--- src/hdl/lbg_pkg.sv ---
// Shared types, constants and the bond slot table of the lattice bond generator.
`default_nettype none
package lbg_pkg;

  localparam int unsigned MaxXDefault = 256;
  localparam int unsigned MaxYDefault = 256;
  localparam int unsigned QDepth      = 4;
  localparam int unsigned NumSlots    = 6;
  localparam int unsigned SlotW       = 3;
  localparam int unsigned CellW       = 17;
  localparam int unsigned SiteW       = 18;
  localparam int unsigned CoordW      = 8;
  localparam int unsigned SizeW       = 9;
  localparam int unsigned WeightW     = 32;
  localparam int unsigned StatusW     = 2;
  localparam int unsigned InDataW     = 16;
  localparam int unsigned OutDataW    = 72;
  localparam int unsigned AddrW       = 5;
  localparam int unsigned ApbDataW    = 32;

  typedef enum logic [2:0] {
    KIND_CHAIN      = 3'd0,
    KIND_SQUARE     = 3'd1,
    KIND_TRIANGULAR = 3'd2,
    KIND_HONEYCOMB  = 3'd3,
    KIND_KAGOME     = 3'd4
  } kind_e;

  typedef enum logic [StatusW-1:0] {
    STATUS_OK    = 2'd0,
    STATUS_RANGE = 2'd1,
    STATUS_WRAP  = 2'd2
  } status_e;

  typedef enum logic [2:0] {
    REG_KIND   = 3'd0,
    REG_SIZE_X = 3'd1,
    REG_SIZE_Y = 3'd2,
    REG_WRAP_X = 3'd3,
    REG_WRAP_Y = 3'd4,
    REG_WEIGHT = 3'd5
  } reg_e;

  typedef enum logic [2:0] {
    NBR_SELF  = 3'd0,
    NBR_RIGHT = 3'd1,
    NBR_UP    = 3'd2,
    NBR_DIAG  = 3'd3,
    NBR_LEFT  = 3'd4
  } nbr_e;

  typedef struct packed {
    logic [2:0]               kind;
    logic [SizeW-1:0]         size_x;
    logic [SizeW-1:0]         size_y;
    logic                     wrap_x;
    logic                     wrap_y;
    logic signed [WeightW-1:0] hop_weight;
  } cfg_t;

  typedef struct packed {
    logic [CellW-1:0]    home;
    logic [CellW-1:0]    right;
    logic [CellW-1:0]    up;
    logic [CellW-1:0]    diag;
    logic [CellW-1:0]    left;
    logic [NumSlots-1:0] mask;
    status_e             status;
  } job_t;

  typedef struct packed {
    logic [1:0] scale;
    logic [1:0] a_off;
    nbr_e       nbr;
    logic [1:0] b_off;
  } slot_t;

  function automatic slot_t slot_map(input logic [2:0] kind, input logic [SlotW-1:0] slot);
    slot_t s;
    s.scale = 2'd1;
    s.a_off = 2'd0;
    s.nbr   = NBR_SELF;
    s.b_off = 2'd0;
    case (kind)
      KIND_HONEYCOMB: begin
        s.scale = 2'd2;
        case (slot)
          3'd0: s.b_off = 2'd1;
          3'd1: begin
            s.a_off = 2'd1;
            s.nbr   = NBR_RIGHT;
          end
          3'd2: begin
            s.a_off = 2'd1;
            s.nbr   = NBR_UP;
          end
          default: s.b_off = 2'd0;
        endcase
      end
      KIND_KAGOME: begin
        s.scale = 2'd3;
        case (slot)
          3'd0: s.b_off = 2'd1;
          3'd1: s.b_off = 2'd2;
          3'd2: begin
            s.a_off = 2'd1;
            s.b_off = 2'd2;
          end
          3'd3: begin
            s.a_off = 2'd1;
            s.nbr   = NBR_RIGHT;
          end
          3'd4: begin
            s.a_off = 2'd2;
            s.nbr   = NBR_UP;
          end
          3'd5: begin
            s.a_off = 2'd2;
            s.nbr   = NBR_LEFT;
            s.b_off = 2'd1;
          end
          default: s.b_off = 2'd0;
        endcase
      end
      default: begin
        case (slot)
          3'd0:    s.nbr = NBR_RIGHT;
          3'd1:    s.nbr = NBR_UP;
          3'd2:    s.nbr = NBR_DIAG;
          default: s.nbr = NBR_SELF;
        endcase
      end
    endcase
    return s;
  endfunction

endpackage
`default_nettype wire

--- src/hdl/lbg_front.sv ---
// Front end: checks a cell against the grid and builds its bond job.
`default_nettype none
module lbg_front
  import lbg_pkg::*;
#(
  parameter int unsigned MAX_X = MaxXDefault,
  parameter int unsigned MAX_Y = MaxYDefault
) (
  input  cfg_t              cfg_i,
  input  logic [CoordW-1:0] cell_x_i,
  input  logic [CoordW-1:0] cell_y_i,
  output job_t              job_o,
  output logic              keep_o
);

  logic [SizeW-1:0]  nx, ny, x9, y9;
  logic              xr, yu, xrw, yuw, is_chain, err_wrap, err_range, kind_ok;
  logic [CoordW-1:0] xn, yn, xl;
  logic [16:0]       prod0, prod1;
  logic [CellW-1:0]  row0, row1;
  logic [NumSlots-1:0] mask;

  always_comb begin
    nx = (32'(cfg_i.size_x) > MAX_X) ? SizeW'(MAX_X) : cfg_i.size_x;
    ny = (32'(cfg_i.size_y) > MAX_Y) ? SizeW'(MAX_Y) : cfg_i.size_y;
    x9 = {1'b0, cell_x_i};
    y9 = {1'b0, cell_y_i};
    xr = (x9 + 9'd1) < nx;
    yu = (y9 + 9'd1) < ny;
    xrw = xr || cfg_i.wrap_x;
    yuw = yu || cfg_i.wrap_y;
    xn = xr ? cell_x_i + 8'd1 : 8'd0;
    yn = yu ? cell_y_i + 8'd1 : 8'd0;
    xl = (cell_x_i != 8'd0) ? cell_x_i - 8'd1 : CoordW'(nx - 9'd1);
    prod0 = 17'(cell_y_i) * 17'(nx);
    prod1 = 17'(yn) * 17'(nx);
    row0 = prod0[CellW-1:0];
    row1 = prod1[CellW-1:0];

    is_chain = cfg_i.kind == KIND_CHAIN;
    kind_ok  = cfg_i.kind <= KIND_KAGOME;
    err_wrap = !is_chain && ((cfg_i.wrap_x && nx < 9'd2) || (cfg_i.wrap_y && ny < 9'd2));
    err_range = is_chain ? (cell_y_i != 8'd0 || x9 >= nx) : (x9 >= nx || y9 >= ny);

    case (cfg_i.kind)
      KIND_CHAIN:      mask = {5'b0, xr || (cfg_i.wrap_x && nx > 9'd2)};
      KIND_SQUARE:     mask = {4'b0, yuw, xrw};
      KIND_TRIANGULAR: mask = {3'b0, xrw && yuw, yuw, xrw};
      KIND_HONEYCOMB:  mask = {3'b0, yuw, xrw, 1'b1};
      KIND_KAGOME:     mask = {(cell_x_i != 8'd0 || cfg_i.wrap_x) && yuw, yuw, xrw, 3'b111};
      default:         mask = '0;
    endcase

    job_o.home  = row0 + CellW'(cell_x_i);
    job_o.right = row0 + CellW'(xn);
    job_o.up    = row1 + CellW'(cell_x_i);
    job_o.diag  = row1 + CellW'(xn);
    job_o.left  = row1 + CellW'(xl);
    if (err_wrap) begin
      job_o.mask   = 6'b000001;
      job_o.status = STATUS_WRAP;
    end else if (err_range) begin
      job_o.mask   = 6'b000001;
      job_o.status = STATUS_RANGE;
    end else begin
      job_o.mask   = mask;
      job_o.status = STATUS_OK;
    end
    keep_o = kind_ok && (job_o.mask != '0);
  end

endmodule
`default_nettype wire

--- src/hdl/lbg_queue.sv ---
// Short job queue between the front end and the bond sequencer.
`default_nettype none
module lbg_queue
  import lbg_pkg::*;
(
  input  logic clk_i,
  input  logic rst_ni,
  input  logic push_i,
  input  job_t data_i,
  input  logic pop_i,
  output logic full_o,
  output logic valid_o,
  output job_t data_o
);

  localparam int unsigned PtrW = $clog2(QDepth);
  localparam int unsigned CntW = $clog2(QDepth + 1);

  job_t            mem_q [QDepth];
  logic [PtrW-1:0] wr_ptr_q, wr_ptr_d, rd_ptr_q, rd_ptr_d;
  logic [CntW-1:0] count_q, count_d;

  assign full_o  = count_q == CntW'(QDepth);
  assign valid_o = count_q != '0;
  assign data_o  = mem_q[rd_ptr_q];

  always_comb begin
    wr_ptr_d = wr_ptr_q;
    rd_ptr_d = rd_ptr_q;
    count_d  = count_q;
    if (push_i) begin
      wr_ptr_d = (wr_ptr_q == PtrW'(QDepth - 1)) ? '0 : wr_ptr_q + 1'b1;
    end
    if (pop_i) begin
      rd_ptr_d = (rd_ptr_q == PtrW'(QDepth - 1)) ? '0 : rd_ptr_q + 1'b1;
    end
    if (push_i && !pop_i) begin
      count_d = count_q + 1'b1;
    end else if (pop_i && !push_i) begin
      count_d = count_q - 1'b1;
    end
  end

  always_ff @(posedge clk_i or negedge rst_ni) begin
    if (!rst_ni) begin
      wr_ptr_q <= '0;
      rd_ptr_q <= '0;
      count_q  <= '0;
    end else begin
      wr_ptr_q <= wr_ptr_d;
      rd_ptr_q <= rd_ptr_d;
      count_q  <= count_d;
    end
  end

  always_ff @(posedge clk_i) begin
    if (push_i) begin
      mem_q[wr_ptr_q] <= data_i;
    end
  end

  a_no_push_full: assert property (@(posedge clk_i) disable iff (!rst_ni)
    push_i |-> !full_o)
    else $error("push into full queue");

  a_no_pop_empty: assert property (@(posedge clk_i) disable iff (!rst_ni)
    pop_i |-> valid_o)
    else $error("pop from empty queue");

endmodule
`default_nettype wire

--- src/hdl/lbg_back.sv ---
// Back end: walks the head job's bonds, one per cycle if not stalled.
`default_nettype none
module lbg_back
  import lbg_pkg::*;
(
  input  logic                clk_i,
  input  logic                rst_ni,
  input  cfg_t                cfg_i,
  input  logic                job_valid_i,
  input  job_t                job_i,
  output logic                pop_o,
  output logic                tvalid_o,
  input  logic                tready_i,
  output logic [OutDataW-1:0] tdata_o,
  output logic [StatusW-1:0]  tuser_o,
  output logic                tlast_o
);

  logic                      started_q, started_d;
  logic [NumSlots-1:0]       rem_q, rem_d, eff, pick, rest;
  logic [SlotW-1:0]          sel;
  logic                      advance, fire;
  slot_t                     sm;
  logic [CellW-1:0]          nbr_v;
  logic [SiteW-1:0]          a_v, b_v;
  logic                      out_valid_q, out_valid_d;
  logic [SiteW-1:0]          site_a_q, site_b_q;
  logic signed [WeightW-1:0] weight_q;
  status_e                   status_q;
  logic                      last_q;

  function automatic logic [SiteW-1:0] scale_cell(input logic [CellW-1:0] v,
                                                  input logic [1:0] m);
    logic [SiteW-1:0] e;
    e = SiteW'(v);
    case (m)
      2'd2:    return e << 1;
      2'd3:    return (e << 1) + e;
      default: return e;
    endcase
  endfunction

  always_comb begin
    eff  = started_q ? rem_q : job_i.mask;
    sel  = '0;
    pick = '0;
    for (int i = NumSlots - 1; i >= 0; i--) begin
      if (eff[i]) begin
        sel = SlotW'(i);
      end
    end
    pick[sel] = 1'b1;
    rest      = eff & ~pick;
    advance   = !out_valid_q || tready_i;
    fire      = job_valid_i && advance;
    pop_o     = fire && (rest == '0);
  end

  always_comb begin
    started_d   = started_q;
    rem_d       = rem_q;
    out_valid_d = out_valid_q;
    if (advance) begin
      out_valid_d = job_valid_i;
    end
    if (fire) begin
      started_d = rest != '0;
      rem_d     = rest;
    end
  end

  always_comb begin
    sm = slot_map(cfg_i.kind, sel);
    case (sm.nbr)
      NBR_RIGHT: nbr_v = job_i.right;
      NBR_UP:    nbr_v = job_i.up;
      NBR_DIAG:  nbr_v = job_i.diag;
      NBR_LEFT:  nbr_v = job_i.left;
      default:   nbr_v = job_i.home;
    endcase
    a_v = scale_cell(job_i.home, sm.scale) + SiteW'(sm.a_off);
    b_v = scale_cell(nbr_v, sm.scale) + SiteW'(sm.b_off);
  end

  always_ff @(posedge clk_i or negedge rst_ni) begin
    if (!rst_ni) begin
      started_q   <= 1'b0;
      rem_q       <= '0;
      out_valid_q <= 1'b0;
    end else begin
      started_q   <= started_d;
      rem_q       <= rem_d;
      out_valid_q <= out_valid_d;
    end
  end

  always_ff @(posedge clk_i) begin
    if (fire) begin
      status_q <= job_i.status;
      last_q   <= rest == '0;
      if (job_i.status == STATUS_OK) begin
        site_a_q <= a_v;
        site_b_q <= b_v;
        weight_q <= cfg_i.hop_weight;
      end else begin
        site_a_q <= '0;
        site_b_q <= '0;
        weight_q <= '0;
      end
    end
  end

  assign tvalid_o = out_valid_q;
  assign tdata_o  = {4'b0, weight_q, site_b_q, site_a_q};
  assign tuser_o  = status_q;
  assign tlast_o  = last_q;

  a_started_has_job: assert property (@(posedge clk_i) disable iff (!rst_ni)
    started_q |-> job_valid_i)
    else $error("sequencer mid-job without a queued job");

  a_error_is_last: assert property (@(posedge clk_i) disable iff (!rst_ni)
    (out_valid_q && status_q != STATUS_OK) |-> last_q)
    else $error("error result not marked last");

endmodule
`default_nettype wire

--- src/hdl/lattice_bond_generator.sv ---
// Each cell's job is registered in the job queue; cells with no bonds are dropped.
// Throughput: one result per cycle while the output is ready; one result per bond
// (at most six, kagome) from the single-result sequencer; error cells give one.
// A four-entry job queue lets input and output stall independently.
// Reset (rst_ni low, asynchronous): registers take their defaults, queue empties.
// Top level: lattice bond generator with register port, front end, queue, sequencer.
`default_nettype none
module lattice_bond_generator
  import lbg_pkg::*;
#(
  parameter int unsigned MAX_X = MaxXDefault,
  parameter int unsigned MAX_Y = MaxYDefault
) (
  input  logic                clk_i,
  input  logic                rst_ni,
  input  logic                psel,
  input  logic                penable,
  input  logic                pwrite,
  input  logic [AddrW-1:0]    paddr,
  input  logic [ApbDataW-1:0] pwdata,
  output logic [ApbDataW-1:0] prdata,
  output logic                pready,
  input  logic                s_axis_tvalid,
  output logic                s_axis_tready,
  input  logic [InDataW-1:0]  s_axis_tdata,  // cell_x[7:0], cell_y[15:8]
  output logic                m_axis_tvalid,
  input  logic                m_axis_tready,
  output logic [OutDataW-1:0] m_axis_tdata,  // site_a[17:0], site_b[35:18],
                                             // edge_weight[67:36], zero[71:68]
  output logic [StatusW-1:0]  m_axis_tuser,  // status[1:0]
  output logic                m_axis_tlast
);

  cfg_t cfg_q, cfg_d;
  logic wr_en;
  reg_e reg_sel;
  job_t job_new, job_head;
  logic keep, push, full, head_valid, pop;

  assign pready  = 1'b1;
  assign wr_en   = psel && penable && pwrite;
  assign reg_sel = reg_e'(paddr[4:2]);

  always_comb begin
    cfg_d = cfg_q;
    if (wr_en) begin
      case (reg_sel)
        REG_KIND:   cfg_d.kind       = pwdata[2:0];
        REG_SIZE_X: cfg_d.size_x     = pwdata[SizeW-1:0];
        REG_SIZE_Y: cfg_d.size_y     = pwdata[SizeW-1:0];
        REG_WRAP_X: cfg_d.wrap_x     = pwdata[0];
        REG_WRAP_Y: cfg_d.wrap_y     = pwdata[0];
        REG_WEIGHT: cfg_d.hop_weight = pwdata;
        default:    cfg_d = cfg_q;
      endcase
    end
  end

  always_comb begin
    case (reg_sel)
      REG_KIND:   prdata = ApbDataW'(cfg_q.kind);
      REG_SIZE_X: prdata = ApbDataW'(cfg_q.size_x);
      REG_SIZE_Y: prdata = ApbDataW'(cfg_q.size_y);
      REG_WRAP_X: prdata = ApbDataW'(cfg_q.wrap_x);
      REG_WRAP_Y: prdata = ApbDataW'(cfg_q.wrap_y);
      REG_WEIGHT: prdata = cfg_q.hop_weight;
      default:    prdata = '0;
    endcase
  end

  always_ff @(posedge clk_i or negedge rst_ni) begin
    if (!rst_ni) begin
      cfg_q.kind       <= KIND_SQUARE;
      cfg_q.size_x     <= 9'd4;
      cfg_q.size_y     <= 9'd4;
      cfg_q.wrap_x     <= 1'b0;
      cfg_q.wrap_y     <= 1'b0;
      cfg_q.hop_weight <= 32'sd65536;
    end else begin
      cfg_q <= cfg_d;
    end
  end

  lbg_front #(
    .MAX_X(MAX_X),
    .MAX_Y(MAX_Y)
  ) u_front (
    .cfg_i   (cfg_q),
    .cell_x_i(s_axis_tdata[7:0]),
    .cell_y_i(s_axis_tdata[15:8]),
    .job_o   (job_new),
    .keep_o  (keep)
  );

  assign s_axis_tready = !full;
  assign push          = s_axis_tvalid && s_axis_tready && keep;

  lbg_queue u_queue (
    .clk_i  (clk_i),
    .rst_ni (rst_ni),
    .push_i (push),
    .data_i (job_new),
    .pop_i  (pop),
    .full_o (full),
    .valid_o(head_valid),
    .data_o (job_head)
  );

  lbg_back u_back (
    .clk_i      (clk_i),
    .rst_ni     (rst_ni),
    .cfg_i      (cfg_q),
    .job_valid_i(head_valid),
    .job_i      (job_head),
    .pop_o      (pop),
    .tvalid_o   (m_axis_tvalid),
    .tready_i   (m_axis_tready),
    .tdata_o    (m_axis_tdata),
    .tuser_o    (m_axis_tuser),
    .tlast_o    (m_axis_tlast)
  );

endmodule
`default_nettype wire

--- config.mk ---
export PLATFORM = sky130hd
export DESIGN_NAME = lattice_bond_generator
export DESIGN_NICKNAME = d
export VERILOG_FILES = /design/src/hdl/lbg_pkg.sv /design/src/hdl/lbg_front.sv /design/src/hdl/lbg_queue.sv /design/src/hdl/lbg_back.sv /design/src/hdl/lattice_bond_generator.sv
export SDC_FILE = /design/constraint.sdc
export NUM_CORES = 1
export LEC_CHECK = 0
export ABC_AREA = 1
export BUFFER_PORTS_ARGS = -buffer_cell sky130_fd_sc_hd__buf_2
export CAP_MARGIN = 40
export CORE_UTILIZATION = 50
export DETAILED_ROUTE_END_ITERATION = 10
export MAX_ROUTING_LAYER = met4
export PLACE_DENSITY = 0.7
export SYNTH_ARGS = -nofsm -noshare
export SYNTH_HDL_FRONTEND = slang
export SYNTH_SLANG_ARGS = --single-unit
--- constraint.sdc ---
create_clock -name clk_i -period 7.5 [get_ports clk_i]
set_clock_uncertainty 0.2 [all_clocks]
set_input_delay 0.375 -clock clk_i [delete_from_list [all_inputs] [get_ports clk_i]]
set_output_delay 0.375 -clock clk_i [all_outputs]
set_load 0.005 [all_outputs]
==> flow_summary.toml, run 1 <==
[floorplanning]
die_h_um = 254
start_util_pct = 50.5
die-area_mm2 = 0.0646
die_w_um = 254
core_mm2 = 0.0630
row_count = 92
num_io_pins = 170

[outcome]
status = "finished clean"

[global_routing]
grt_start_max_net_pins = 154
grt-ovfl-total = 0
grtUsageTotal_pct = 25.8
grt_pass1_wl_mm = 127
first_global_vias = 23500
grt_antenna_before_repair = 2

[min_path]
min_path_cells = 4
hold_path.class = "in2reg"

[routing]
detail_route.wl_per_cell_um = 17.6
vias = 24700
drtIter0Drc = 1932
avgViaCountPerCell = 5.36
drt_first_pass_iters = 6
drc = 0
final_antenna_net_count = 0
routed_wl_mm = 81.0

[clock_tree]
insertion_delay_ps = 600
clockRootBuffer = "clkbuf_16"
cts_buffers = 54
cts_max_path_buffers = 3
htreeDepth = 2
cts.sinks = 513
clk_pin_slew_ps = 70
cts_tree = "built"

[sta]
worst_pin_slew_ps = 867
timing.final.ws_setup_ps = 259
setup_violations = 0
min_period_ps = 7240
hold_violations = 0
post-route-period-util_pct = 96.6
drv_slew = 0
whs_ps = 40.4
slew_headroom_pct = 41.8
fmax_ghz = 0.138

[synth]
ys_seq_elements = 513
synth_seq_area_share_pct = 47.4
synth_area_mm2 = 0.0318
synthCells = 3437
synth_top_flop_cell = "edfxtp_1"
yosysUniqueCellTypes = 64
synth_edf_count = 443
synth_area_per_cell_um2 = 9.24
async_flop_share_pct = 13.6
yosys_warnings = 0

[place]
pre_cts_ws_ps = -184
io_buffers = 162
place_area_mm2 = 0.0342
dp_hpwl_mm = 57.4
gp_congestion = 0.933

[worst_setup_path]
worstPathMaxFanout = 7
end_kind = "flop"
cp_top_family = "adder cells"
start_kind = "flop"
worstPathRequired_ps = 7640
crit_arrival_ps = 7380
reg2regPathDepth = 39
crit_cells = 39
setup.worst_path.class = "reg2reg"
worst_path_max_delay_cell = "fa_1"
crit_top_cell = "nand2_1"
worst-path-buf-inv = 7
slowest_delay_ps = 550

[flow_run]
drv_cap = 0

[final_layout]
final_area_mm2 = 0.0368
drive_gt1_share_pct = 14.7
fillers = 5320
fin_nets = 4061
area_growth_pct = 15.8
final_util_pct = 58.4

[power]
p_leak_nw = 16.2
power_mw = 18.0
power_density_mw_per_mm2 = 490
peakVddDrop_uv = 347
-- power breakdown --
| group | switching [mW] | internal [mW] | total (mW) |
|---|---|---|---|
| Clock | 1.13 | 1.57 | 2.69 |
| Sequential | 0.205 | 4.39 | 4.60 |
| Combinational | 7.26 | 3.47 | 10.7 |
-- cells in the mapped netlist (all sizes together) (5+ instances only) --
library cell	n	share of area, %
a21oi	167	2.7
clkinv	10	0.12
a32o	9	0.28
ha	195	7.7
o221ai	9	0.27
nand4	12	0.24
a21o	5	0.12
o21ai	266	4.2
xnor2	34	0.94
nor2	455	5.8
or2	20	0.39
buf	45	0.91
a31oi	10	0.20
o211ai	12	0.28
inv	448	5.3
nor3	33	0.55
edfxtp	443	42
clkbuf	69	0.82
o21bai	8	0.19
dfrtp	66	5.2
a211oi	6	0.14
nand3	136	2.3
nand2	684	8.5
fa	94	5.9
o22ai	65	1.3
xor2	83	2.3
nor4	9	0.18
a22oi	11	0.26
-- cell type report --
| cell class | instances | area [µm²] | share of cell area [%] |
|---|---|---|---|
| Sequential cell | 513 | 15100 | 41.0 |
| Antenna cell | 3 | 7.51 | 0.0204 |
| Timing Repair Buffer | 330 | 2330 | 6.33 |
| Clock buffer | 60 | 1370 | 3.74 |
| Clock inverter | 40 | 414 | 1.13 |
| Multi-Input combinational cell | 2355 | 14800 | 40.2 |
| Tap cell | 846 | 1060 | 2.88 |
| Inverter | 458 | 1730 | 4.71 |
-- routing by layer --
metal	track usage (%)	wire length [µm]	part of all wire [%]	vias up
li1	-	-	-	12000
met4	6.21	1670	2.1	0
met2	42.2	39300	49	794
met5	-	0	0	-
met3	2.89	5030	6.2	133
met1	34.6	35000	43	11800
-- placed cells by master, fill, tap and decap left out, drive strengths merged, types with 20 or more instances in the layout --
master	n
ha	195
xnor2	34
o21ai	266
a21oi	167
clkinv	33
buf	292
or2	20
dlygate4sd3	38
clkbuf	60
o22ai	65
edfxtp	443
nand2	684
xor2	83
nand3	136
dfrtp	66
inv	450
fa	94
nor3	33
nor2	455
-- metrics by stage --
stage | cells | setup TNS, ps
5_1_grt | 4604 | -1690
4_1_cts | 4588 | 0
6_report | 4605 | 0
2_1_floorplan | 3440 | -69950
3_3_place_gp | 4445 | -595
3_5_place_dp | 4450 | -3880
-- logic make-up after synthesis --
| family | count (synthesis) | share of synthesized area (%) |
|---|---|---|
| XOR/XNOR | 117 | 3.23 |
| adder cells (fa/ha/maj) | 289 | 13.6 |
| buffers and inverters | 572 | 7.17 |
| AO/OA/AOI/OAI | 583 | 10.3 |
| AND/OR/NAND/NOR | 1361 | 18.3 |
| flip-flops | 513 | 47.4 |
| other | 2 | 0.0236 |
-- sequential cells by signal, indices dropped and copies added (netlist names) --
signal            count
u_queue.rd_ptr_q      2
cfg_q                55
u_back.site_b_q      18
u_back.tvalid_o       1
u_back.rem_q          6
u_back.tuser_o        2
u_back.tlast_o        1
u_back.site_a_q      18
u_queue.mem_q       372
u_back.started_q      1
u_queue.wr_ptr_q      2
u_queue.count_q       3
u_back.weight_q      32
-- worst register-to-register path: cells and delay by family (launching register included) --
family	cells	cell delay (ps)
flops	1	430
buf+inv	7	580
fa+ha+maj	6	2640
compound gates	6	750
simple gates	18	2090
xor+xnor	2	310
-- path summary, 6_finish.rpt --
path / start / slack (ps) / end
setup / recovery: cfg_q[38]$_DFFE_PN0P_ / 260 / u_queue.mem_q[3][58]$_DFFE_PP_
hold / removal: paddr[3] / 40 / cfg_q[33]$_DFFE_PN0P_
setup reg to reg: cfg_q[38]$_DFFE_PN0P_ / 260 / u_queue.mem_q[3][58]$_DFFE_PP_
hold reg to reg: u_back.rem_q[4]$_DFFE_PN0P_ / 290 / u_back.rem_q[4]$_DFFE_PN0P_
max in group asynchronous: rst_ni / 6070 / u_queue.rd_ptr_q[0]$_DFFE_PN0P_
min in group asynchronous: rst_ni / 110 / u_back.tvalid_o$_DFFE_PN0N_
-- repair_timing --
| action | 4_1_cts | 5_1_grt |
|---|---|---|
| hold buffers | 38 | 0 |
| resized for setup | 0 | 66 |
| endpoints found under the hold margin | 126 | 0 |
| setup endpoints to repair | 0 | 56 |
| setup buffers | 0 | 14 |
Power figures use the tool's default switching activity.
==> inputs of run 2 (changes only) <==
--- a/config.mk
+++ b/config.mk
@@ -12,6 +12,8 @@
 export DETAILED_ROUTE_END_ITERATION = 10
 export MAX_ROUTING_LAYER = met4
 export PLACE_DENSITY = 0.7
+export REMOVE_ABC_BUFFERS = 1
+export SLEW_MARGIN = 20
 export SYNTH_ARGS = -nofsm -noshare
 export SYNTH_HDL_FRONTEND = slang
 export SYNTH_SLANG_ARGS = --single-unit
==> run 2 against run 1 <==
First-iteration DRC count is 0.47% lower; sequential share of layout area is 0.090 points lower; utilization is 0.13 points higher; sequential power hardly changed; flip-flop and latch count stayed put; critical path depth is 1 lower; via count hardly changed; setup slack better by 27 ps; non-clock buffer count is 22 higher; combinational power hardly changed; routed wire length hardly changed; register-to-register slack better by 30 ps; highest routed layer unchanged.
==> flow_summary.toml, run 2 (same netlist as run 1, synthesis figures left out) <==
[place]
dp_hpwl_mm = 57.8
io_buffers = 162
gp_congestion = 0.942
place_area_mm2 = 0.0344
pre_cts_ws_ps = -201

[final_layout]
regMostFlops = "u_queue.mem_q"
final_area_mm2 = 0.0369
largest_reg_flops = 372
drive_gt1_share_pct = 14.9
seqCellArea_mm2 = 0.0151
final_common_cell = "nand2_1"
biggestRegsByFlops = "u_queue.mem_q x372, cfg_q x55, u_back.weight_q x32"
fin_nets = 4082
final_util_pct = 58.5
mostFrequentLayoutCells = "nand2_1, edfxtp_1, inv_1"
fillers = 5326
area_growth_pct = 16.0
multi_input_comb_area_mm2 = 0.0148

[flow_run]
drv_cap = 0

[clock_tree]
cts_buffers = 53
cts_max_path_buffers = 3
clockRootBuffer = "clkbuf_16"
clk_pin_slew_ps = 60
cts.sinks = 513
insertion_delay_ps = 630
htreeDepth = 2
cts_tree = "built"

[sta]
min_period_ps = 7210
final.setup.tns_ps = 0
hold_violations = 0
setup_violations = 0
slew_headroom_pct = 42.2
fmax_ghz = 0.139
timing.final.ws_setup_ps = 286
whs_ps = 6.48
post-route-period-util_pct = 96.2
worst_pin_slew_ps = 861
drv_slew = 0

[floorplanning]
die_h_um = 254
start_util_pct = 50.5
die-area_mm2 = 0.0646
die_w_um = 254
num_io_pins = 170
core_mm2 = 0.0630
row_count = 92

[global_routing]
grt_start_max_net_pins = 92
grtUsageTotal_pct = 25.9
grt-ovfl-total = 0
grt_pass1_wl_mm = 127
grt_antenna_before_repair = 1
first_global_vias = 23800

[worst_setup_path]
crit_arrival_ps = 7350
reg2regPathDepth = 38
r2r_start = "cfg_q[36]$_DFFE_PN1P_"
setup.worst_path.class = "reg2reg"
worstPathMaxFanout = 5
worst_path_max_delay_cell = "dfstp_2"
slowest_delay_ps = 570
ff2ff_setup_slack_ps = 290
crit_top_cell = "nand2_2"
worstPathRequired_ps = 7640
start_kind = "flop"
cp-startpoint = "cfg_q[36]$_DFFE_PN1P_"
end_kind = "flop"
r2r-end = "u_queue.mem_q[0][58]$_DFFE_PP_"
crit_end = "u_queue.mem_q[0][58]$_DFFE_PP_"

[routing]
drc = 0
routed_wl_mm = 81.0
final_antenna_net_count = 0
drtIter0Drc = 1923
detail_route.wl_per_cell_um = 17.5
avgViaCountPerCell = 5.35
vias = 24700
drt_first_pass_iters = 5

[power]
p_sw_share_pct = 47.9
pwr-share-seq_pct = 25.3
power_frac_comb_pct = 60.5
peakVddDrop_uv = 411
power_density_mw_per_mm2 = 492
p_leak_nw = 16.3
power_switching_mw = 8.69
clockPowerShare_pct = 14.1
intPower_mw = 9.45

[outcome]
status = "finished clean"

[min_path]
hold_path.class = "in2async"
==> run 2: cell types whose count changed in the layout (fill, tap and decap cells not counted), moves of 3 or more <==
cell	change
buf_4	+20
clkbuf_1	+13
clkinv_1	-5
clkinvlp_4	-5
bufinv_16	-4
clkinv_2	-4
buf_6	+3
==> run 2: power groups by stage <==
stage / clock, mW / sequential [mW] / combinational [mW]
floorplan: 0 / 4.79 / 7.21
global placement: 0 / 4.63 / 10.6
detailed placement: 0 / 4.65 / 10.8
CTS: 2.60 / 4.59 / 10.8
global route: 2.70 / 4.65 / 12.3
finish: 2.57 / 4.59 / 11.0
==> run 2: worst min-delay path by stage <==
stage / startpoint / endpoint
2_1_floorplan: rst_ni / cfg_q[0]$_DFFE_PN0P_
3_3_place_gp: u_back.rem_q[2]$_DFFE_PN0P_ / u_back.rem_q[2]$_DFFE_PN0P_
3_5_place_dp: rst_ni / cfg_q[18]$_DFFE_PN0P_
4_1_cts: rst_ni / cfg_q[18]$_DFFE_PN0P_
5_1_grt: rst_ni / cfg_q[14]$_DFFE_PN0P_
6_report: rst_ni / cfg_q[14]$_DFFE_PN0P_
==> run 2: area by class of cell <==
cell class	instances	area share, %
Antenna cell	1	0.00679
Clock buffer	74	3.90
Clock inverter	23	0.672
Inverter	458	4.70
Multi-Input combinational cell	2355	40.2
Sequential cell	513	40.9
Tap cell	846	2.87
Timing Repair Buffer	352	6.81
==> run 2: through the flow <==
stage          instances  power (mW)
2_1_floorplan       3326        12.0
3_3_place_gp        4471        15.2
3_5_place_dp        4478        15.4
4_1_cts             4612        18.0
5_1_grt             4622        19.7
6_report            4622        18.1
==> run 2: what timing repair did <==
| action | 4_1_cts | 5_1_grt |
|---|---|---|
| endpoints found under the hold margin | 123 | 0 |
| setup buffers | 0 | 9 |
| setup endpoints to repair | 0 | 99 |
| hold buffers | 37 | 0 |
| gates resized for setup | 0 | 71 |
==> run 2: worst max-delay path: cells and delay by family (launching register included) <==
family                     cells  cell delay (ps)
DFF                            1              570
xor gates and xnor gates       2              340
AOI/OAI and AO/OA              7              890
adders and majority gates      6             2570
and+or+nand+nor               17             1780
buffers and inverters          6              550
==> run 2: per-layer routing <==
layer	routed length, µm	part of all wire (%)	global-route usage, %
met5	0	0	-
met4	2630	3.2	8.67
met3	4810	5.9	2.78
met2	39000	48	42.7
met1	34500	43	33.5
==> inputs of run 3 (changes only) <==
--- a/config.mk
+++ b/config.mk
@@ -8,6 +8,7 @@
 export ABC_AREA = 1
 export BUFFER_PORTS_ARGS = -buffer_cell sky130_fd_sc_hd__buf_2
 export CAP_MARGIN = 40
+export CORE_ASPECT_RATIO = 1.1
 export CORE_UTILIZATION = 50
 export DETAILED_ROUTE_END_ITERATION = 10
 export MAX_ROUTING_LAYER = met4
==> run 3 against run 2 <==
Critical path depth grew 3; sequential power is essentially flat; setup slack worse by 110 ps; sequential share of layout area rose by 0.17 points; utilization grew 0.11 points; critical endpoint is now u_queue.mem_q[2][58]$_DFFE_PP_.
==> flow_summary.toml, run 3 (same netlist as run 1, synthesis figures left out) <==
[clock_tree]
clockRootBuffer = "clkbuf_16"
htreeDepth = 2
cts_buffers = 52
cts_max_path_buffers = 3
cts_tree = "built"
cts.sinks = 513
clk_pin_slew_ps = 60
insertion_delay_ps = 620

[routing]
routed_wl_mm = 81.8
avgViaCountPerCell = 5.37
final_antenna_net_count = 0
drc = 0
vias = 24700
drtIter0Drc = 2053
drt_first_pass_iters = 6
detail_route.wl_per_cell_um = 17.8

[final_layout]
drive_gt1_share_pct = 14.7
biggestRegsByFlops = "u_queue.mem_q x372, cfg_q x55, u_back.weight_q x32"
largest_reg_flops = 372
mostFrequentLayoutCells = "nand2_1, edfxtp_1, inv_1"
fin_nets = 4071
area_growth_pct = 15.5
final_common_cell = "nand2_1"
regMostFlops = "u_queue.mem_q"

[floorplanning]
core_mm2 = 0.0626
die_h_um = 266
row_count = 96
start_util_pct = 50.8
num_io_pins = 170
die_w_um = 242
die-area_mm2 = 0.0646

[sta]
slew_headroom_pct = 44.0
hold_violations = 0
min_period_ps = 7330
drv_slew = 0
setup_violations = 0
fmax_ghz = 0.136
final.setup.tns_ps = 0
worst_pin_slew_ps = 839
post-route-period-util_pct = 97.7

[power]
p_sw_share_pct = 47.6
clockPowerShare_pct = 14.3
power_switching_mw = 8.55
power_frac_comb_pct = 60.1
power_density_mw_per_mm2 = 489
power_mw = 17.9
pwr-share-seq_pct = 25.6
intPower_mw = 9.40
p_leak_nw = 16.2
peakVddDrop_uv = 556

[global_routing]
grt_start_max_net_pins = 92
grt_pass1_wl_mm = 128
grt_antenna_before_repair = 2
first_global_vias = 23800
grt-ovfl-total = 0
grtUsageTotal_pct = 25.9

[flow_run]
drv_cap = 0

[worst_setup_path]
worst-path-buf-inv = 9
end_kind = "flop"
setup.worst_path.class = "reg2reg"
ff2ff_setup_slack_ps = 170
worst_path_max_delay_cell = "fa_1"
worstPathRequired_ps = 7640
cp_top_family = "adder cells"
crit_top_cell = "nand2_2"
worstPathMaxFanout = 5
start_kind = "flop"
slowest_delay_ps = 550
crit_arrival_ps = 7470

[outcome]
status = "finished clean"

[place]
gp_congestion = 0.946
dp_hpwl_mm = 57.4
io_buffers = 162

[min_path]
hold_path.class = "in2async"
-- run 3: changes by cell type in the layout (fill, tap and decap cells not counted), moves of 3 or more --
cell and change:
buf_16 -3, clkbuf_8 +4, buf_4 -12, clkbuf_1 -5
nor2_2 +3, nand2_2 +4, nand2_4 -3
-- run 3: timing repair --
| action | 4_1_cts | 5_1_grt |
|---|---|---|
| resized for setup | 0 | 68 |
| hold buffers | 38 | 0 |
| setup buffers | 0 | 10 |
| hold endpoints to repair | 124 | 0 |
| endpoints found under the setup margin | 0 | 108 |
-- run 3: path summary, 6_finish.rpt --
kind	startpoint	endpoint	depth (start not counted)
setup reg to reg	cfg_q[38]$_DFFE_PN0P_	u_queue.mem_q[2][58]$_DFFE_PP_	41
min in group clk_i	s_axis_tdata[0]	u_queue.mem_q[0][76]$_DFFE_PP_	2
hold / removal	rst_ni	cfg_q[12]$_DFFE_PN0P_	2
setup / recovery	cfg_q[38]$_DFFE_PN0P_	u_queue.mem_q[2][58]$_DFFE_PP_	41
hold reg to reg	cfg_q[49]$_DFFE_PN0P_	cfg_q[49]$_DFFE_PN0P_	2
max in group asynchronous	rst_ni	cfg_q[45]$_DFFE_PN1P_	3
-- run 3: layout make-up --
cell class              instances  area [µm²]
well taps                     833        1040
multi-input cells            2355       14800
clock buffers                  72        1450
fillers                      5138       25900
diodes                          3        7.51
flip-flops and latches        513       15100
inverters                     458        1730
repair buffers                342        2400
clock inverters                21         239
-- run 3: power by group through the flow --
stage	logic [mW]	clock network (mW)	registers, mW
3_3_place_gp	10.4	0	4.64
2_1_floorplan	7.21	0	4.79
3_5_place_dp	10.6	0	4.65
5_1_grt	12.0	2.70	4.66
4_1_cts	10.6	2.60	4.60
6_report	10.8	2.57	4.60
-- run 3: routing by layer --
metal  track usage [%]  vias up  wire, µm
met2              45.0      810     41000
li1                  -    12000         -
met3              2.84      156      4730
met5                 -        -         0
met1              31.3    11700     33200
met4              9.22        0      2810
-- run 3: stage by stage --
stage	utilization (%)	hold slack (ps)	cells	cell area, µm²	setup slack [ps]
after floorplan	-	-121	3326	31200	-757
final	58.7	78.0	4597	36700	174
after CTS	58.0	57.6	4582	36300	14.9
after detailed placement	54.7	174	4451	34300	-364
after global routing	58.7	114	4596	36700	-87.9
after global placement	54.6	266	4445	34200	-217
